File: config.mk
export PLATFORM = sky130hd
export DESIGN_NAME = rmd160_stage
export DESIGN_NICKNAME = d
export VERILOG_FILES = /design/src/rtl/rmd160_pkg.sv /design/src/rtl/rmd160_stage.sv
export SDC_FILE = /design/constraint.sdc
export NUM_CORES = 2
export LEC_CHECK = 0
export BUFFER_PORTS_ARGS = -buffer_cell sky130_fd_sc_hd__clkbuf_2
export CAP_MARGIN = 10
export CELL_PAD_IN_SITES_DETAIL_PLACEMENT = 0
export CELL_PAD_IN_SITES_GLOBAL_PLACEMENT = 1
export CORE_AREA = 2 2 645 647
export DETAILED_ROUTE_END_ITERATION = 10
export DIE_AREA = 0 0 647 649
export PLACE_DENSITY_LB_ADDON = 0.1
export SYNTH_ARGS = -nofsm -noshare
export SYNTH_HDL_FRONTEND = slang
export SYNTH_SLANG_ARGS = --single-unit
File: constraint.sdc
create_clock -name clock -period 36.5 [get_ports clock]
set_clock_uncertainty 0.1 [all_clocks]
set_input_delay 3.65 -clock clock [delete_from_list [all_inputs] [get_ports clock]]
set_output_delay 3.65 -clock clock [all_outputs]
set_load 0.02 [all_outputs]
File: src/rtl/rmd160_pkg.sv
// rmd160_pkg: constants, round tables and step functions of the ripemd-160 core
// no dependencies; used by all rtl modules of the core
`timescale 1ns / 1ps
`default_nettype none
package rmd160_pkg;

   localparam int unsigned NumSteps = 80;
   localparam int unsigned NumWords = 16;

   typedef logic [31:0] word_type;
   typedef logic [6:0]  step_type;
   typedef logic [3:0]  sel_type;
   typedef logic [4:0]  rot_type;

   // working variables of one line
   typedef struct packed {
      word_type a;
      word_type b;
      word_type c;
      word_type d;
      word_type e;
   } line_state_type;

   // padded message block, word 15 first in the packed order
   typedef word_type [NumWords-1:0] block_type;

   localparam word_type ChainInit0 = 32'h67452301;
   localparam word_type ChainInit1 = 32'hEFCDAB89;
   localparam word_type ChainInit2 = 32'h98BADCFE;
   localparam word_type ChainInit3 = 32'h10325476;
   localparam word_type ChainInit4 = 32'hC3D2E1F0;

   localparam word_type PadWord8  = 32'h00000080;
   localparam word_type PadWord14 = 32'h00000100;

   localparam logic [3:0] SelLeft [0:NumSteps-1] = '{
      4'd0, 4'd1, 4'd2, 4'd3, 4'd4, 4'd5, 4'd6, 4'd7,
      4'd8, 4'd9, 4'd10, 4'd11, 4'd12, 4'd13, 4'd14, 4'd15,
      4'd7, 4'd4, 4'd13, 4'd1, 4'd10, 4'd6, 4'd15, 4'd3,
      4'd12, 4'd0, 4'd9, 4'd5, 4'd2, 4'd14, 4'd11, 4'd8,
      4'd3, 4'd10, 4'd14, 4'd4, 4'd9, 4'd15, 4'd8, 4'd1,
      4'd2, 4'd7, 4'd0, 4'd6, 4'd13, 4'd11, 4'd5, 4'd12,
      4'd1, 4'd9, 4'd11, 4'd10, 4'd0, 4'd8, 4'd12, 4'd4,
      4'd13, 4'd3, 4'd7, 4'd15, 4'd14, 4'd5, 4'd6, 4'd2,
      4'd4, 4'd0, 4'd5, 4'd9, 4'd7, 4'd12, 4'd2, 4'd10,
      4'd14, 4'd1, 4'd3, 4'd8, 4'd11, 4'd6, 4'd15, 4'd13
   };

   localparam logic [3:0] SelRight [0:NumSteps-1] = '{
      4'd5, 4'd14, 4'd7, 4'd0, 4'd9, 4'd2, 4'd11, 4'd4,
      4'd13, 4'd6, 4'd15, 4'd8, 4'd1, 4'd10, 4'd3, 4'd12,
      4'd6, 4'd11, 4'd3, 4'd7, 4'd0, 4'd13, 4'd5, 4'd10,
      4'd14, 4'd15, 4'd8, 4'd12, 4'd4, 4'd9, 4'd1, 4'd2,
      4'd15, 4'd5, 4'd1, 4'd3, 4'd7, 4'd14, 4'd6, 4'd9,
      4'd11, 4'd8, 4'd12, 4'd2, 4'd10, 4'd0, 4'd4, 4'd13,
      4'd8, 4'd6, 4'd4, 4'd1, 4'd3, 4'd11, 4'd15, 4'd0,
      4'd5, 4'd12, 4'd2, 4'd13, 4'd9, 4'd7, 4'd10, 4'd14,
      4'd12, 4'd15, 4'd10, 4'd4, 4'd1, 4'd5, 4'd8, 4'd7,
      4'd6, 4'd2, 4'd13, 4'd14, 4'd0, 4'd3, 4'd9, 4'd11
   };

   localparam logic [4:0] RotLeft [0:NumSteps-1] = '{
      5'd11, 5'd14, 5'd15, 5'd12, 5'd5, 5'd8, 5'd7, 5'd9,
      5'd11, 5'd13, 5'd14, 5'd15, 5'd6, 5'd7, 5'd9, 5'd8,
      5'd7, 5'd6, 5'd8, 5'd13, 5'd11, 5'd9, 5'd7, 5'd15,
      5'd7, 5'd12, 5'd15, 5'd9, 5'd11, 5'd7, 5'd13, 5'd12,
      5'd11, 5'd13, 5'd6, 5'd7, 5'd14, 5'd9, 5'd13, 5'd15,
      5'd14, 5'd8, 5'd13, 5'd6, 5'd5, 5'd12, 5'd7, 5'd5,
      5'd11, 5'd12, 5'd14, 5'd15, 5'd14, 5'd15, 5'd9, 5'd8,
      5'd9, 5'd14, 5'd5, 5'd6, 5'd8, 5'd6, 5'd5, 5'd12,
      5'd9, 5'd15, 5'd5, 5'd11, 5'd6, 5'd8, 5'd13, 5'd12,
      5'd5, 5'd12, 5'd13, 5'd14, 5'd11, 5'd8, 5'd5, 5'd6
   };

   localparam logic [4:0] RotRight [0:NumSteps-1] = '{
      5'd8, 5'd9, 5'd9, 5'd11, 5'd13, 5'd15, 5'd15, 5'd5,
      5'd7, 5'd7, 5'd8, 5'd11, 5'd14, 5'd14, 5'd12, 5'd6,
      5'd9, 5'd13, 5'd15, 5'd7, 5'd12, 5'd8, 5'd9, 5'd11,
      5'd7, 5'd7, 5'd12, 5'd7, 5'd6, 5'd15, 5'd13, 5'd11,
      5'd9, 5'd7, 5'd15, 5'd11, 5'd8, 5'd6, 5'd6, 5'd14,
      5'd12, 5'd13, 5'd5, 5'd14, 5'd13, 5'd13, 5'd7, 5'd5,
      5'd15, 5'd5, 5'd8, 5'd11, 5'd14, 5'd14, 5'd6, 5'd14,
      5'd6, 5'd9, 5'd12, 5'd9, 5'd12, 5'd5, 5'd15, 5'd8,
      5'd8, 5'd5, 5'd12, 5'd9, 5'd12, 5'd5, 5'd14, 5'd6,
      5'd8, 5'd13, 5'd6, 5'd5, 5'd15, 5'd13, 5'd11, 5'd11
   };

   localparam word_type AddLeft [0:4] = '{
      32'h00000000, 32'h5A827999, 32'h6ED9EBA1, 32'h8F1BBCDC, 32'hA953FD4E
   };

   localparam word_type AddRight [0:4] = '{
      32'h50A28BE6, 32'h5C4DD124, 32'h6D703EF3, 32'h7A6D76E9, 32'h00000000
   };

   // boolean function of a round, selected by a constant
   function automatic word_type mix_fn(input int unsigned sel, input word_type x,
                                       input word_type y, input word_type z);
      word_type r;
      case (sel)
         0: r = x ^ y ^ z;
         1: r = (x & y) | (~x & z);
         2: r = (x | ~y) ^ z;
         3: r = (x & z) | (y & ~z);
         default: r = x ^ (y | ~z);
      endcase
      return r;
   endfunction

   // one step of one line; all table lookups fold to constants
   function automatic line_state_type step_fn(input line_state_type s, input word_type w,
                                              input int unsigned fsel, input word_type k,
                                              input int unsigned rot);
      line_state_type n;
      word_type t;
      t = s.a + mix_fn(fsel, s.b, s.c, s.d) + w + k;
      t = ((t << rot) | (t >> ((32 - rot) % 32))) + s.e;
      n.a = s.e;
      n.e = s.d;
      n.d = {s.c[21:0], s.c[31:22]};
      n.c = s.b;
      n.b = t;
      return n;
   endfunction

endpackage
`default_nettype wire

File: src/rtl/rmd160_stage.sv
// rmd160_stage: one pipeline stage that runs a fixed span of steps on both lines
// depends on rmd160_pkg
`timescale 1ns / 1ps
`default_nettype none
module rmd160_stage #(
   parameter int unsigned FirstStep = 0,
   parameter int unsigned StepCount = 4
) (
   input  wire                         clock,
   input  wire                         reset,
   input  wire                         valid_in,
   input  rmd160_pkg::block_type       block_in,
   input  rmd160_pkg::line_state_type  left_in,
   input  rmd160_pkg::line_state_type  right_in,
   output logic                        valid_out,
   output rmd160_pkg::block_type       block_out,
   output rmd160_pkg::line_state_type  left_out,
   output rmd160_pkg::line_state_type  right_out
);
   import rmd160_pkg::*;

   logic           valid_ff;
   block_type      block_ff;
   line_state_type left_ff, left_in_c;
   line_state_type right_ff, right_in_c;

   // unrolled steps of this stage
   always_comb begin
      line_state_type l, r;
      l = left_in;
      r = right_in;
      for (int unsigned i = 0; i < StepCount; i++) begin
         l = step_fn(l, block_in[SelLeft[FirstStep+i]], (FirstStep + i) / 16,
                     AddLeft[(FirstStep + i) / 16], int'(RotLeft[FirstStep+i]));
         r = step_fn(r, block_in[SelRight[FirstStep+i]], 4 - (FirstStep + i) / 16,
                     AddRight[(FirstStep + i) / 16], int'(RotRight[FirstStep+i]));
      end
      left_in_c  = l;
      right_in_c = r;
   end

   // valid bit
   always_ff @(posedge clock) begin
      if (reset) begin
         valid_ff <= 1'b0;
      end else begin
         valid_ff <= valid_in;
      end
   end

   // payload registers
   always_ff @(posedge clock) begin
      block_ff <= block_in;
      left_ff  <= left_in_c;
      right_ff <= right_in_c;
   end

   assign valid_out = valid_ff;
   assign block_out = block_ff;
   assign left_out  = left_ff;
   assign right_out = right_ff;
endmodule
`default_nettype wire

# Word level (Yosys, flattened, before mapping)
# Index checks and enable logic that the tools add are counted.
dict set report word_totals {
  register_bits 833
  inputBits 835
  out_inout_bits 833
  word_cells 83
}
dict set report classes {
  addsub 28
  bitwise 28
}
# op n
set ops {}
lappend ops {{adder 32 bit} 24}
lappend ops {{XOR 32 bit} 12}
lappend ops {{adder 32 x 31 -> 32 bit, second input constant} 4}
lappend ops {{NOT 32 bit} 4}
lappend ops {{OR 32 bit} 4}
lappend ops {{OR 32 x 11 -> 32 bit} 2}
lappend ops {{OR 32 x 9 -> 32 bit} 2}
lappend ops {{OR 32 x 12 -> 32 bit} 1}
lappend ops {{OR 32 x 14 -> 32 bit} 1}
lappend ops {{OR 32 x 15 -> 32 bit} 1}
lappend ops {{OR 32 x 8 -> 32 bit} 1}

# Depth between registers and ports, before layout
dict set report depth {
  ltp_word 26
  mapped_depth 110
  depth_no_buf 110
}

# Least setup slack after synthesis
# No wires, ideal clock.
dict set report synth_path {
  kind {input -> register}
  start {input right_in[74] (netlist bit)}
  end {register right_ff (netlist bit right_out[126])}
  setup_ns 0.072
  arrival_time_ns 23.445
  required_time_ns 36.328
  slack_ns 12.882
  stages 101
  n_path_buf 0
  path_cell_list {nand2b_1 -> xnor2_1 -> fa_1 -> inv_1 -> ha_1 -> ha_1 -> a21o_1 -> a21oi_1 -> nor2b_1 -> a311oi_2 -> o41ai_1 -> a31oi_1 -> o31ai_1 -> or4_1 -> a31o_2 -> a21oi_1 -> xnor2_1 -> ha_1 -> [65 not listed] -> a21oi_1 -> o21ai_0 -> a211oi_2 -> o31ai_1 -> or4_1 -> o311a_1 -> xor2_1 -> ha_1 -> a21o_1 -> a21o_1 -> a22o_1 -> a21o_1 -> a41oi_2 -> o22ai_1 -> a211o_1 -> a31o_2 -> a21oi_1 -> xnor2_1}
}
# item line_no
set synth_rtl {}
lappend synth_rtl {{start: declaration} rmd160_stage.sv:14} ;# input rmd160_pkg::line_state_type right_in,
lappend synth_rtl {{end signal: assignment} rmd160_stage.sv:55} ;# right_ff <= right_in_c;
lappend synth_rtl {{end: declaration} rmd160_stage.sv:25} ;# line_state_type right_ff, right_in_c;

==> impl_metrics.env <==
export IMPL_status="completed"
export IMPL_worst_endpoint_required_ns=37.15
export IMPL_async_flop_share=0
export IMPL_ys_types=87
export IMPL_hold_path_class="input port to flop"
export IMPL_initial_utilization=0.128
export IMPL_hold_buffers=0
export IMPL_drv_cap=0
export IMPL_wl_um=407000
export IMPL_synth_cells=5665
export IMPL_synth_edf_count=0
export IMPL_drv_slew=0
export IMPL_fillers=46571
export IMPL_drcViolationCount=0
export IMPL_dieArea_um2=420000
export IMPL_startpoint="right_in[32]"
export IMPL_core_um2=413000
export IMPL_syn_avg_cell_area_um2=9.34
export IMPL_ant_nets=0
export IMPL_yosysMostFrequentCell="inv_1"
export IMPL_synth_area_um2=52900
export IMPL_max_stage_delay_ns=0.66
export IMPL_cp_max_fo=6
export IMPL_post_cts_buffers=0
export IMPL_vias_per_cell=3.66
export IMPL_die_w_um=647
export IMPL_drtIter0Drc=2606
export IMPL_grt_first_pass_wirelength_um=515000
export IMPL_worstSetupPathType="input port to flop"
export IMPL_hpwl_um=366000
export IMPL_synthesis_nets=7368
export IMPL_cts_buffer_depth=4
export IMPL_dr_pass1_iters=6
export IMPL_cts_resized=0
export IMPL_syn_to_final_growth_pct=38.6
export IMPL_synthTopCellsByArea="dfxtp_1 (32%), ha_1 (14%), xnor2_1 (10%), fa_1 (10%), inv_1 (7.1%)"
export IMPL_antenna_found_initial=131
export IMPL_io_pins=1668
export IMPL_clkSinkCount=833
export IMPL_grt_total_usage=0.188
export IMPL_slew_headroom=0.136
export IMPL_period_share=0.843
export IMPL_min_from="block_in[197]"
export IMPL_final_cell_area_um2=73300
export IMPL_drive_above_1_share=0.269
export IMPL_min_period_ns=30.79
export IMPL_post_dp_cell_area_um2=69000
export IMPL_grt_ovfl_total=0
export IMPL_max_freq_mhz=32.5
export IMPL_ys_ff_latch=833
export IMPL_grt_pass1_vias=50296
export IMPL_cp_arrival_ns=31.43
export IMPL_cts_tree="done"
export IMPL_seq_area_frac_synth=0.315
export IMPL_yosys_area_top_type="dfxtp_1"
export IMPL_path_clk_slew_ns=0.07
export IMPL_synthFlopType="dfxtp_1"
export IMPL_hold_viol=0
export IMPL_num_nets_final=9250
export IMPL_die_y_um=649
export IMPL_port_buffers=1667
export IMPL_tns_ns=0
export IMPL_clock_root_buffer="clkbuf_16"
export IMPL_grt_max_degree=20
export IMPL_vias=48129
export IMPL_ys_top_cells_by_count="inv_1 (1006), dfxtp_1 (833), xnor2_1 (621)"
export IMPL_crit_path_end_kind="flop"
export IMPL_h_tree_depth=3
export IMPL_synth_top_cell_area_share=0.315
export IMPL_cpMostUsedCell="xnor2_1"
export IMPL_cp_start_kind="input port"
export IMPL_cp_slowest_cell="xnor2_1"
export IMPL_gp_congestion=0.882
export IMPL_wl_per_cell_um=30.9
export IMPL_rsz0062_at_grt="false"
export IMPL_tightest_slew_ns=1.28
export IMPL_fp_row_count=236
export IMPL_synth_warnings=0
export IMPL_setup_violations_final=0
export IMPL_cts_made_buffers=121
per-layer routing:
layer	routed length [um]	GRT usage	vias up
met3	17300	0.0278	434
met5	184	0	-
met4	11700	0.0472	30
met1	143000	0.189	23622
met2	234000	0.390	1582
li1	-	-	22461
sequential cells by signal (all words and copies together), names as in the netlist:
name and count:
valid_out 1, block_out 512, left_out 160, right_out 160
worst paths after layout:
path              cells after the start                endpoint  slack, ns
hold / removal                        1  block_out[197]$_DFF_P_       2.75
setup / recovery                    102  right_out[127]$_DFF_P_       5.71
cell families after synthesis:
| group | Yosys count | share of synthesized area |
|---|---|---|
| xor+xnor | 849 | 0.142 |
| mux | 2 | 0.000378 |
| fa+ha+maj | 868 | 0.243 |
| flops | 833 | 0.315 |
| buf+inv | 1020 | 0.0724 |
| compound gates | 1159 | 0.142 |
| simple gates | 934 | 0.0848 |
placed cells by master, fill, tap and decap left out, types with 56 or more instances in the layout:
master / Yosys / final
o21a_1: 56 / 56
o21ai_0: 162 / 162
a21o_1: 203 / 203
nand2_1: 219 / 219
a21oi_1: 386 / 385
fa_1: 264 / 264
nand3_1: 59 / 59
nor3_1: 65 / 65
clkbuf_16: 0 / 123
dfxtp_1: 833 / 833
nor2b_1: 73 / 73
inv_1: 1006 / 1006
nand2b_1: 66 / 66
o21bai_1: 58 / 58
nor2_1: 289 / 289
clkbuf_2: 0 / 1667
ha_1: 604 / 604
buf_4: 0 / 104
xnor2_1: 621 / 605
xor2_1: 219 / 218
cell type report:
class / count / area, um^2 / area share
diodes: 33 / 82.6 / 0.00113
flip-flops and latches: 833 / 16700 / 0.227
multi-input cells: 3812 / 32500 / 0.444
well taps: 5474 / 6850 / 0.0934
clock inverters: 62 / 807 / 0.0110
repair buffers: 1773 / 9150 / 0.125
inverters: 1006 / 3780 / 0.0515
clock buffers: 158 / 3410 / 0.0465
worst max-delay path: cells and delay by family:
kind | cells | cell delay, ns
compound gates | 50 | 13.32
fa+ha+maj | 18 | 7.04
xor+xnor | 13 | 3.95
simple gates | 12 | 2.64
buf+inv | 8 | 0.59
mux | 1 | 0.19
per-stage QoR:
stage,std cells,hold slack (ns),utilization,worst slack (ns)
floorplan,5665,3.58,-,12.88
global placement,12893,3.65,0.167,3.45
detailed placement,12898,3.65,0.167,4.66
CTS,13118,2.63,0.177,5.47
global route,13131,2.67,0.178,4.15
finish,13151,2.75,0.178,5.71
Power is left out: the tool's default activity adds up to more than one toggle a clock period on the data nets, which glitch-free logic cannot reach.
